### src/design/tej_pkg.sv
// Shared types, constants and character helpers for the termcap line joiner.
package tej_pkg;

    localparam int WS_DEPTH = 16;
    // run buffer capacity, capped so one byte never gives more than 20 words
    localparam int WS_CAP   = (WS_DEPTH < 18) ? WS_DEPTH : 18;
    localparam int IDX_W    = (WS_CAP > 1) ? $clog2(WS_CAP) : 1;
    localparam int CNT_W    = $clog2(WS_CAP + 1);

    localparam logic [7:0] CH_NL   = 8'd10;
    localparam logic [7:0] CH_TAB  = 8'd9;
    localparam logic [7:0] CH_HASH = 8'd35;
    localparam logic [7:0] CH_BSL  = 8'd92;

    typedef enum logic [1:0] {
        SEL_NL = 2'd0,
        SEL_BS = 2'd1,
        SEL_WS = 2'd2,
        SEL_CH = 2'd3
    } out_sel_t;

    typedef struct packed {
        logic     accept;   // latch the input word
        logic     start;    // rewind the run read pointer
        logic     load;     // load one result word
        out_sel_t sel;
        logic     last;
        logic     commit;   // apply the line state update
    } cmd_t;

    typedef struct packed {
        logic nl;       // entry-closing newline goes out
        logic bs;       // held backslash goes out
        logic ws;       // buffered run goes out
        logic chr;      // the byte itself goes out
        logic ws_last;  // read pointer sits on the last buffered byte
        logic out_free; // output register can take a word
    } stat_t;

    function automatic logic is_ws(input logic [7:0] c);
        return (c == 8'd32) || (c >= 8'd9 && c <= 8'd13);
    endfunction

    function automatic logic is_letter(input logic [7:0] c);
        return (c >= 8'd65 && c <= 8'd90) || (c >= 8'd97 && c <= 8'd122);
    endfunction

endpackage

### src/design/tej_ctrl.sv
// Sequencer: accepts a byte, then steps through the result words it causes.
module tej_ctrl (
    input  logic           clk,
    input  logic           rst_n,
    input  logic           s_tvalid,
    output logic           s_tready,
    input  tej_pkg::stat_t stat,
    output tej_pkg::cmd_t  cmd
);
    import tej_pkg::*;

    typedef enum logic [5:0] {
        ST_IDLE = 6'b000001,
        ST_EXEC = 6'b000010,
        ST_NL   = 6'b000100,
        ST_BS   = 6'b001000,
        ST_WS   = 6'b010000,
        ST_CH   = 6'b100000
    } state_t;

    state_t state_reg, state_next;

    always_ff @(posedge clk or negedge rst_n)
    begin
        if (!rst_n)
        begin
            state_reg <= ST_IDLE;
        end
        else
        begin
            state_reg <= state_next;
        end
    end

    always_comb
    begin
        state_next = state_reg;
        cmd        = '0;
        cmd.sel    = SEL_NL;
        s_tready   = 1'b0;
        unique case (state_reg)
            ST_IDLE:
            begin
                s_tready = 1'b1;
                if (s_tvalid)
                begin
                    cmd.accept = 1'b1;
                    state_next = ST_EXEC;
                end
            end
            ST_EXEC:
            begin
                cmd.start = 1'b1;
                if (stat.nl)
                begin
                    if (stat.out_free)
                    begin
                        cmd.load   = 1'b1;
                        cmd.sel    = SEL_NL;
                        cmd.last   = 1'b1;
                        cmd.commit = 1'b1;
                        state_next = ST_IDLE;
                    end
                    else
                    begin
                        state_next = ST_NL;
                    end
                end
                else if (stat.bs)
                begin
                    state_next = ST_BS;
                end
                else if (stat.ws)
                begin
                    state_next = ST_WS;
                end
                else if (stat.chr)
                begin
                    if (stat.out_free)
                    begin
                        cmd.load   = 1'b1;
                        cmd.sel    = SEL_CH;
                        cmd.last   = 1'b1;
                        cmd.commit = 1'b1;
                        state_next = ST_IDLE;
                    end
                    else
                    begin
                        state_next = ST_CH;
                    end
                end
                else
                begin
                    // byte only updates line state
                    cmd.commit = 1'b1;
                    state_next = ST_IDLE;
                end
            end
            ST_NL:
            begin
                if (stat.out_free)
                begin
                    cmd.load   = 1'b1;
                    cmd.sel    = SEL_NL;
                    cmd.last   = 1'b1;
                    cmd.commit = 1'b1;
                    state_next = ST_IDLE;
                end
            end
            ST_BS:
            begin
                if (stat.out_free)
                begin
                    cmd.load = 1'b1;
                    cmd.sel  = SEL_BS;
                    cmd.last = !stat.ws && !stat.chr;
                    if (stat.ws)
                    begin
                        state_next = ST_WS;
                    end
                    else if (stat.chr)
                    begin
                        state_next = ST_CH;
                    end
                    else
                    begin
                        cmd.commit = 1'b1;
                        state_next = ST_IDLE;
                    end
                end
            end
            ST_WS:
            begin
                if (stat.out_free)
                begin
                    cmd.load = 1'b1;
                    cmd.sel  = SEL_WS;
                    cmd.last = stat.ws_last && !stat.chr;
                    if (stat.ws_last)
                    begin
                        if (stat.chr)
                        begin
                            state_next = ST_CH;
                        end
                        else
                        begin
                            cmd.commit = 1'b1;
                            state_next = ST_IDLE;
                        end
                    end
                end
            end
            ST_CH:
            begin
                if (stat.out_free)
                begin
                    cmd.load   = 1'b1;
                    cmd.sel    = SEL_CH;
                    cmd.last   = 1'b1;
                    cmd.commit = 1'b1;
                    state_next = ST_IDLE;
                end
            end
            default:
            begin
                state_next = ST_IDLE;
            end
        endcase
    end

endmodule

### src/design/tej_dp.sv
// Datapath: line state, whitespace run buffer and the output word register.
module tej_dp (
    input  logic           clk,
    input  logic           rst_n,
    input  logic [7:0]     s_tdata,
    input  logic           s_tuser,
    input  tej_pkg::cmd_t  cmd,
    output tej_pkg::stat_t stat,
    output logic           m_tvalid,
    input  logic           m_tready,
    output logic [7:0]     m_tdata,
    output logic [1:0]     m_tuser,
    output logic           m_tlast
);
    import tej_pkg::*;

    typedef enum logic [1:0] {
        PH_LEAD    = 2'd0,
        PH_KEEP    = 2'd1,
        PH_SKIP    = 2'd2,
        PH_COMMENT = 2'd3
    } phase_t;

    logic [7:0]       ch_reg;
    logic             end_reg;
    phase_t           phase_reg, phase_next;
    logic             tab_reg, tab_next;
    logic             held_reg, held_next;
    logic [CNT_W-1:0] ws_count_reg, ws_count_next;
    logic             has_data_reg, has_data_next;
    logic             ovf_reg, ovf_next;
    logic [IDX_W-1:0] rd_idx_reg;
    logic [7:0]       ws_buf [WS_CAP];
    logic             buf_wr;

    logic             m_valid_reg;
    logic [7:0]       out_char_reg;
    logic             out_done_reg;
    logic             out_cut_reg;
    logic             out_last_reg;

    logic             c_ws;
    logic             c_nl;
    logic             cont;
    logic             body;
    logic             cut;

    always_comb
    begin
        c_ws = is_ws(ch_reg);
        c_nl = (ch_reg == CH_NL);
        cont = ((phase_reg == PH_KEEP) || (phase_reg == PH_SKIP)) && held_reg;
        body = !end_reg && !c_nl && !c_ws &&
               (((phase_reg == PH_LEAD) && (ch_reg != CH_HASH) &&
                 (is_letter(ch_reg) || tab_reg)) || (phase_reg == PH_KEEP));

        stat.nl       = end_reg ? has_data_reg : (c_nl && has_data_reg && !cont);
        stat.bs       = body && held_reg;
        stat.ws       = body && (ws_count_reg != '0);
        stat.chr      = body && (ch_reg != CH_BSL);
        stat.ws_last  = (CNT_W'(rd_idx_reg) == (ws_count_reg - CNT_W'(1)));
        stat.out_free = !m_valid_reg || m_tready;
        cut           = stat.ws && ovf_reg;
    end

    // line state update, applied when the last word of the byte is loaded, or at once if it gives none
    always_comb
    begin
        phase_next    = phase_reg;
        tab_next      = tab_reg;
        held_next     = held_reg;
        ws_count_next = ws_count_reg;
        has_data_next = has_data_reg;
        ovf_next      = ovf_reg;
        buf_wr        = 1'b0;
        if (end_reg || c_nl)
        begin
            if (end_reg || stat.nl)
            begin
                has_data_next = 1'b0;
            end
            phase_next    = PH_LEAD;
            tab_next      = 1'b0;
            held_next     = 1'b0;
            ws_count_next = '0;
            ovf_next      = 1'b0;
        end
        else if (body)
        begin
            phase_next    = PH_KEEP;
            held_next     = (ch_reg == CH_BSL);
            ws_count_next = '0;
            ovf_next      = 1'b0;
            if (stat.bs || stat.ws || stat.chr)
            begin
                has_data_next = 1'b1;
            end
        end
        else
        begin
            unique case (phase_reg)
                PH_LEAD:
                begin
                    if (c_ws)
                    begin
                        if (ch_reg == CH_TAB)
                        begin
                            tab_next = 1'b1;
                        end
                    end
                    else if (ch_reg == CH_HASH)
                    begin
                        phase_next = PH_COMMENT;
                    end
                    else
                    begin
                        phase_next = PH_SKIP;
                        held_next  = (ch_reg == CH_BSL);
                    end
                end
                PH_KEEP:
                begin
                    // only whitespace reaches here
                    if (ws_count_reg < CNT_W'(WS_CAP))
                    begin
                        buf_wr        = 1'b1;
                        ws_count_next = ws_count_reg + CNT_W'(1);
                    end
                    else
                    begin
                        ovf_next = 1'b1;
                    end
                end
                PH_SKIP:
                begin
                    if (!c_ws)
                    begin
                        held_next = (ch_reg == CH_BSL);
                    end
                end
                PH_COMMENT:
                begin
                end
                default:
                begin
                end
            endcase
        end
    end

    always_ff @(posedge clk or negedge rst_n)
    begin
        if (!rst_n)
        begin
            phase_reg    <= PH_LEAD;
            tab_reg      <= 1'b0;
            held_reg     <= 1'b0;
            ws_count_reg <= '0;
            has_data_reg <= 1'b0;
            ovf_reg      <= 1'b0;
            rd_idx_reg   <= '0;
            m_valid_reg  <= 1'b0;
        end
        else
        begin
            if (cmd.commit)
            begin
                phase_reg    <= phase_next;
                tab_reg      <= tab_next;
                held_reg     <= held_next;
                ws_count_reg <= ws_count_next;
                has_data_reg <= has_data_next;
                ovf_reg      <= ovf_next;
            end
            if (cmd.start)
            begin
                rd_idx_reg <= '0;
            end
            else if (cmd.load && (cmd.sel == SEL_WS))
            begin
                rd_idx_reg <= rd_idx_reg + IDX_W'(1);
            end
            if (cmd.load)
            begin
                m_valid_reg <= 1'b1;
            end
            else if (m_tready)
            begin
                m_valid_reg <= 1'b0;
            end
        end
    end

    always_ff @(posedge clk)
    begin
        if (cmd.accept)
        begin
            ch_reg  <= s_tdata;
            end_reg <= s_tuser;
        end
        if (cmd.commit && buf_wr)
        begin
            ws_buf[ws_count_reg[IDX_W-1:0]] <= ch_reg;
        end
        if (cmd.load)
        begin
            out_done_reg <= (cmd.sel == SEL_NL);
            out_cut_reg  <= cut;
            out_last_reg <= cmd.last;
            unique case (cmd.sel)
                SEL_NL: out_char_reg <= CH_NL;
                SEL_BS: out_char_reg <= CH_BSL;
                SEL_WS: out_char_reg <= ws_buf[rd_idx_reg];
                SEL_CH: out_char_reg <= ch_reg;
                default: out_char_reg <= ch_reg;
            endcase
        end
    end

    assign m_tvalid = m_valid_reg;
    assign m_tdata  = out_char_reg;
    assign m_tuser  = {out_cut_reg, out_done_reg};
    assign m_tlast  = out_last_reg;

endmodule

### src/design/termcap_entry_line_joiner.sv
// Top level of the termcap entry line joiner.
// Takes text one byte per word (tuser high marks end of input) and emits the
// joined entry bytes, one per word; tlast marks the final word caused by an
// input byte, and a byte that causes no word produces none. With the output
// free, a byte that gives no word, or only a closing newline or the byte
// itself, is accepted in the idle state and decided in the exec state, which
// also loads the output register. A byte that flushes a held backslash or
// buffered trailing whitespace leaves the exec state without a word and then
// sends its words one per cycle, while the output is free, through the single
// output register. At most 16 buffered whitespace bytes plus the backslash
// and the byte itself go out, so a byte gives at most 18 words. Output
// back-pressure can stall any of these steps. The whitespace run buffer
// holds 16 bytes; longer runs are cut and flagged in tuser.
module termcap_entry_line_joiner (
    input  logic       clk,
    input  logic       rst_n,
    input  logic       s_tvalid,
    output logic       s_tready,
    input  logic [7:0] s_tdata,   // [7:0] ch
    input  logic       s_tuser,   // [0] is_end
    output logic       m_tvalid,
    input  logic       m_tready,
    output logic [7:0] m_tdata,   // [7:0] out_char
    output logic [1:0] m_tuser,   // [0] entry_done, [1] ws_overflow
    output logic       m_tlast
);
    import tej_pkg::*;

    cmd_t  cmd;
    stat_t stat;

    tej_ctrl u_ctrl (
        .clk      (clk),
        .rst_n    (rst_n),
        .s_tvalid (s_tvalid),
        .s_tready (s_tready),
        .stat     (stat),
        .cmd      (cmd)
    );

    tej_dp u_dp (
        .clk      (clk),
        .rst_n    (rst_n),
        .s_tdata  (s_tdata),
        .s_tuser  (s_tuser),
        .cmd      (cmd),
        .stat     (stat),
        .m_tvalid (m_tvalid),
        .m_tready (m_tready),
        .m_tdata  (m_tdata),
        .m_tuser  (m_tuser),
        .m_tlast  (m_tlast)
    );

endmodule

### config.mk
export PLATFORM = sky130hd
export DESIGN_NAME = termcap_entry_line_joiner
export DESIGN_NICKNAME = d
export VERILOG_FILES = /design/src/design/tej_pkg.sv /design/src/design/tej_ctrl.sv /design/src/design/tej_dp.sv /design/src/design/termcap_entry_line_joiner.sv
export SDC_FILE = /design/constraint.sdc
export NUM_CORES = 1
export LEC_CHECK = 0
export ABC_AREA = 0
export BUFFER_PORTS_ARGS = -buffer_cell sky130_fd_sc_hd__buf_2
export CORE_ASPECT_RATIO = 0.6
export CORE_UTILIZATION = 60
export CTS_CLUSTER_SIZE = 10
export DETAILED_ROUTE_END_ITERATION = 8
export PLACE_DENSITY_LB_ADDON = 0.25
export SETUP_SLACK_MARGIN = 0.4
export SLEW_MARGIN = 20
export SYNTH_ARGS = -nofsm -noshare
export SYNTH_HDL_FRONTEND = slang
export SYNTH_HIERARCHICAL = 1
export SYNTH_SLANG_ARGS = --single-unit
### constraint.sdc
create_clock -name clk -period 6.95 [get_ports clk]
set_input_delay 0.3475 -clock clk [delete_from_list [all_inputs] [get_ports clk]]
set_output_delay 0.3475 -clock clk [all_outputs]
set_load 0.1 [all_outputs]
; ---- Yosys cells after proc, flatten, opt, wreduce, memory -nomap -nowiden
; Memory sizes are Yosys's and may differ from the RTL's.
; Index checks and enable logic that the tools add are counted.
[totals]
ff_bits = 42
ram_bits = 128
inputBits = 13
output_inout_bits = 13
elab_cells = 186
memories = 1
[classes]
addsub = 3
n_lt_le_gt_ge = 7
n_eq_ne = 31
n_mux = 71
reduce_logical = 58
[memory_table]
columns = memory, words, width, read_ports, rd_ports_with_merged_regs, wr, line
row1 = u_dp.ws_buf, 16, 8, 1, 0, 1, tej_dp.sv:33  ; logic [7:0] ws_buf [WS_CAP];
[ops]
columns = operator, n
row1 = 6-bit two-way mux, 12
row2 = 5-bit two-way mux, 11
row3 = 1-bit two-way mux, 36
row4 = 8-bit one-hot mux with 4 select lines, 1
row5 = 6-bit one-hot mux with 5 select lines, 1
row6 = 5-bit one-hot mux with 5 select lines, 1
row7 = 1-bit logical AND, 19
row8 = 8-bit by 4-bit equality test with 1-bit output (second input constant), 2
row9 = 8-bit by 6-bit equality test with 1-bit output (second input constant), 2
row10 = 8-bit by 7-bit greater-or-equal comparator with 1-bit output (second input constant), 2
row11 = 8-bit by 7-bit less-or-equal comparator with 1-bit output (second input constant), 2
row12 = 5-bit AND reduction, 3
row13 = 2-bit nonzero test, 7
row14 = 4-bit two-way mux, 3
row15 = 1-bit logical OR, 10
row16 = 2-bit inequality test (second input constant), 5
row17 = 3-bit AND reduction, 3
row18 = 3-bit nonzero test, 3
row19 = 8-bit by 7-bit equality test with 1-bit output (second input constant), 1
row20 = 8-bit by 4-bit greater-or-equal comparator with 1-bit output (second input constant), 1
row21 = 8-bit by 4-bit less-or-equal comparator with 1-bit output (second input constant), 1
row22 = 2-bit two-way mux, 4
row23 = 4-bit inequality test (second input constant), 2
row24 = 8-bit by 6-bit inequality test with 1-bit output (second input constant), 1
row25 = other kinds (26), 37

; ---- Longest topological paths before layout
[depth]
ltp_word = 17
depth_mapped = 17

; ---- Modules after synthesis
; The synthesis kept the hierarchy.
[by_module_without_submodules]
columns = module, instances, cells_per_inst, area_each_um2, seq_area_each_um2
row1 = tej_dp, 1, 401, 6981.7, 4844.6
row2 = tej_ctrl, 1, 77, 606.8, 151.4

; ---- Worst setup path after synthesis
; OpenSTA, ideal clock, no wires.
[synth_path]
path_type = register to register
from = register u_dp.ch_reg[4]
to = memory u_dp.ws_buf[10][0] (enable)
setup_ns = 0.370
arrival_ns = 3.960
required_ns = 6.580
path_slack_ns = 2.621
path_stages_with_launch = 15
path_buffers = 1
synth_period_minus_slack_ns = 4.329
path_cell_list = edfxtp_1 > or3_1 > or4_4 > nand2_1 > or2_2 > nor3_1 > nand4b_1 > a211o_1 > nand3_1 > clkbuf_1 > nand2_1 > a2111oi_0 > a21boi_4 > nand2_4 > nor3b_2
[synth_rtl]
columns = element, line
row1 = from (decl), tej_dp.sv:24  ; logic [7:0] ch_reg;
row2 = from (signal assigned), tej_dp.sv:198  ; ch_reg <= s_tdata;
row3 = to (decl), tej_dp.sv:33

==> results.py <==
metrics = {
    "status": {
        "outcome": "completed",
    },
    "route": {
        "postRouteWirelength_mm": 16.9,
        "route.detailed.wl_per_inst_um": 24.9,
        "remaining_drc_errors": 0,
        "ant_nets": 0,
        "detail_route.iter0.violations": 635,
        "vias_per_cell": 6.67,
        "drt_pass1_iterations": 5,
        "vias": 4519,
    },
    "pwr": {
        "cellInternalPower_uw": 1810,
        "power.ir.vdd_worst_v": 0.000232,
        "power_density_normalized_to_cell_area_nw_per_um2": 306,
        "static-leakage-power_uw": 0.00285,
        "pwr-share-seq": 0.498,
        "switching_power_uw": 759,
        "switching_share_of_total_power": 0.295,
        "pwr-share-clk": 0.355,
        "comb_power_share": 0.147,
    },
    "synth": {
        "yosys_warnings": 6,
        "synthFlopType": "sky130_fd_sc_hd__edfxtp_1",
        "synth-seq-area-share": 0.658,
        "synth_area_per_cell_um2": 15.9,
        "post_synth_num_cell_types": 70,
        "postSynthCellCount": 478,
        "mappedNetlistNets": 499,
        "synth-edff-count": 148,
        "ys_ff_latch": 170,
        "async_set_or_reset_flop_fraction_in_the_synthesized_netlist": 0.129,
        "cell_area_after_synthesis_um2": 7590,
    },
    "worst_setup_path": {
        "timing.reg2reg.worst_path_depth": 13,
        "path_max_fanout": 21,
        "worstReg2RegStart": "u_dp/ch_reg[6]",
        "setup.reg_to_reg.worst_slack_ps": 1500,
        "crit_type": "flip-flop to flip-flop",
        "reg2reg_to": "u_dp/ws_buf[13][2]",
        "startpoint_class": "flip-flop",
        "critPathCaptureType": "flip-flop",
        "critical_path_required_ps": 7000,
        "arrival_ps": 5500,
    },
    "final_layout": {
        "mostFrequentLayoutCells": "sky130_fd_sc_hd__edfxtp_1, sky130_fd_sc_hd__mux4_2, sky130_fd_sc_hd__nor2_1, sky130_fd_sc_hd__buf_2, sky130_fd_sc_hd__dfrtp_1",
        "layout_cell_share_with_drive_strength_beyond_1": 0.228,
        "finish.instance_area_um2": 8400,
        "largest_register_ff_count": 128,
        "antenna-diode-count": 0,
        "area_growth_from_synthesis_to_layout_pct": 10.7,
        "nets": 521,
        "layout_commonest_cell": "sky130_fd_sc_hd__edfxtp_1",
    },
    "die": {
        "die_height_um": 89.1,
        "core_area_um2": 12200,
        "rows": 31,
        "die_width_um": 147,
        "start_util": 0.623,
        "die_area_um2": 13100,
        "io-pin-count": 26,
    },
    "placed_design": {
        "hpwl_detailed_mm": 11.2,
        "finalWeightedCongestion": 0.857,
        "post_dp_cell_area_um2": 7820,
        "numPortBuffers": 25,
        "dpl_worst_slack_ps": 1620,
    },
    "global_route": {
        "first_pass_grt_wire_length_mm": 25.0,
        "grt_start_max_net_pins": 37,
        "gr_ovfl_total": 0,
        "grt_antenna_before_repair": 0,
        "global_route.usage.total": 0.273,
        "first_global_vias": 3942,
    },
    "timing": {
        "finalHoldViolations": 0,
        "grt_setup_unrepaired": "no",
        "timing_max_transition_violations_final": 0,
        "timing.final.crit_share": 0.784,
        "clock-skew-final_ps": 10.7,
        "summed_negative_setup_slack_over_all_endpoints_ps": 0,
        "post-route-worst-setup-slack_ps": 1500,
        "clock.fmax_mhz": 184,
        "max_slew_margin": 0.293,
        "final-setup-viol-count": 0,
        "worstMarginPinSlew_ps": 1060,
        "min_period_ps": 5450,
    },
    "worst_hold_path": {
        "holdPathEnd": "u_dp/ch_reg[1]",
        "min_delay_path_depth": 1,
        "hp-start": "s_tdata[1]",
        "holdCritPathClass": "input pin to flip-flop",
    },
    "cts": {
        "cts_root_buf": "sky130_fd_sc_hd__clkbuf_16",
        "htreeDepth": 4,
        "cts-root-to-sink-buffers": 2,
        "clkSinkCount": 170,
        "clock_tree_from_tritoncts": "yes",
        "clock_insertion_delay_worst_skew_ps": 430,
        "numCtsBuffers": 17,
        "clock_pin_slew_on_the_worst_setup_and_hold_paths_ps": 60,
        "cts_setup_buffers": 0,
    },
    "run": {
        "timing.max_cap.violations": 0,
    },
}
## what timing repair did
action / CTS / global route
resized for setup: 0 / 0
hold buffers: 1 / 0
hold endpoints to repair: 21 / 0
## worst max-delay path, stage by stage, from the launching register on
cell and delay [ps]:
sky130_fd_sc_hd__edfxtp_1 730, sky130_fd_sc_hd__or3_1 470, sky130_fd_sc_hd__or4_4 570, sky130_fd_sc_hd__nand2_1 250
sky130_fd_sc_hd__or2_2 200, sky130_fd_sc_hd__nor3_1 90, sky130_fd_sc_hd__nand4b_1 220, sky130_fd_sc_hd__a211o_1 310
sky130_fd_sc_hd__nand3_1 420, sky130_fd_sc_hd__nand2_1 100, sky130_fd_sc_hd__a2111oi_0 430, sky130_fd_sc_hd__a21boi_4 430
sky130_fd_sc_hd__nand2_4 150, sky130_fd_sc_hd__nor2_1 690
## synth_stat cells (all sizes together) (6+ instances only)
cell type	n	area (um^2)
a21oi	15	75.1
a22o	7	61.3
and3	7	43.8
buf	15	98.8
clkbuf	14	52.6
dfrtp	21	526
edfxtp	148	4440
ha	8	100
inv	14	52.6
mux4	37	833
nand2	19	78.8
nand2b	6	37.5
nand3	13	65.1
nor2	28	105
nor2b	6	37.5
nor3	10	50.1
o21ai	16	83.8
xor2	7	61.3
## area by class of cell
cell class	count	area [um^2]
Sequential cell	170	5000
Clock inverter	13	103
Tap cell	165	206
Timing Repair Buffer	32	180
Inverter	14	52.6
Fill cell	798	3780
Clock buffer	19	475
Multi-Input combinational cell	265	2390
## worst max path at each step
stage / startpoint / to / slack (ps) / cells past startpoint
after detailed placement: u_dp/ch_reg[3] / u_dp/ws_buf[13][1] / 1620 / 13
after global routing: u_dp/ch_reg[2] / u_dp/ws_buf[13][2] / 1030 / 13
after floorplan: u_dp/ch_reg[4] / u_dp/ws_buf[10][0] / 2620 / 14
after CTS: u_dp/ch_reg[3] / u_dp/ws_buf[14][4] / 1600 / 13
after global placement: u_dp/ch_reg[6] / u_dp/ws_buf[14][3] / 1860 / 13
final: u_dp/ch_reg[6] / u_dp/ws_buf[13][2] / 1500 / 13
## through the flow
| step | utilization | instances | hold slack (ps) | power, uW |
|---|---|---|---|---|
| finish | 0.690 | 678 | 100 | 2570 |
| global route | 0.690 | 678 | 84.7 | 2660 |
| CTS | 0.690 | 678 | 85.7 | 2570 |
| detailed placement | 0.642 | 645 | 346 | 1670 |
| global placement | 0.642 | 645 | 351 | 1660 |
| floorplan | - | 478 | 51.9 | 1550 |
## per-layer routing
| layer | track usage | routed length (um) | vias to the layer above |
|---|---|---|---|
| li1 | - | - | 1955 |
| met1 | 0.455 | 7830 | 2265 |
| met2 | 0.356 | 6980 | 279 |
| met3 | 0.0643 | 1920 | 20 |
| met4 | 0.0665 | 161 | 0 |
| met5 | 0 | 0 | - |
## power by group through the flow
stage	clock [uW]	combinational, uW	sequential (uW)
finish	913	379	1280
detailed placement	0	367	1300
CTS	922	371	1280
global placement	0	367	1290
global route	961	409	1290
floorplan	0	273	1280
## kinds of logic after synthesis
family	count (synthesis)	synth area share
buffers and inverters	43	0.0269
muxes	39	0.113
xor gates and xnor gates	12	0.0138
AOI/OAI and AO/OA	76	0.0747
and+or+nand+nor	130	0.100
adders and majority gates	8	0.0132
DFF	170	0.658
(Power assumes the default switching activity.)
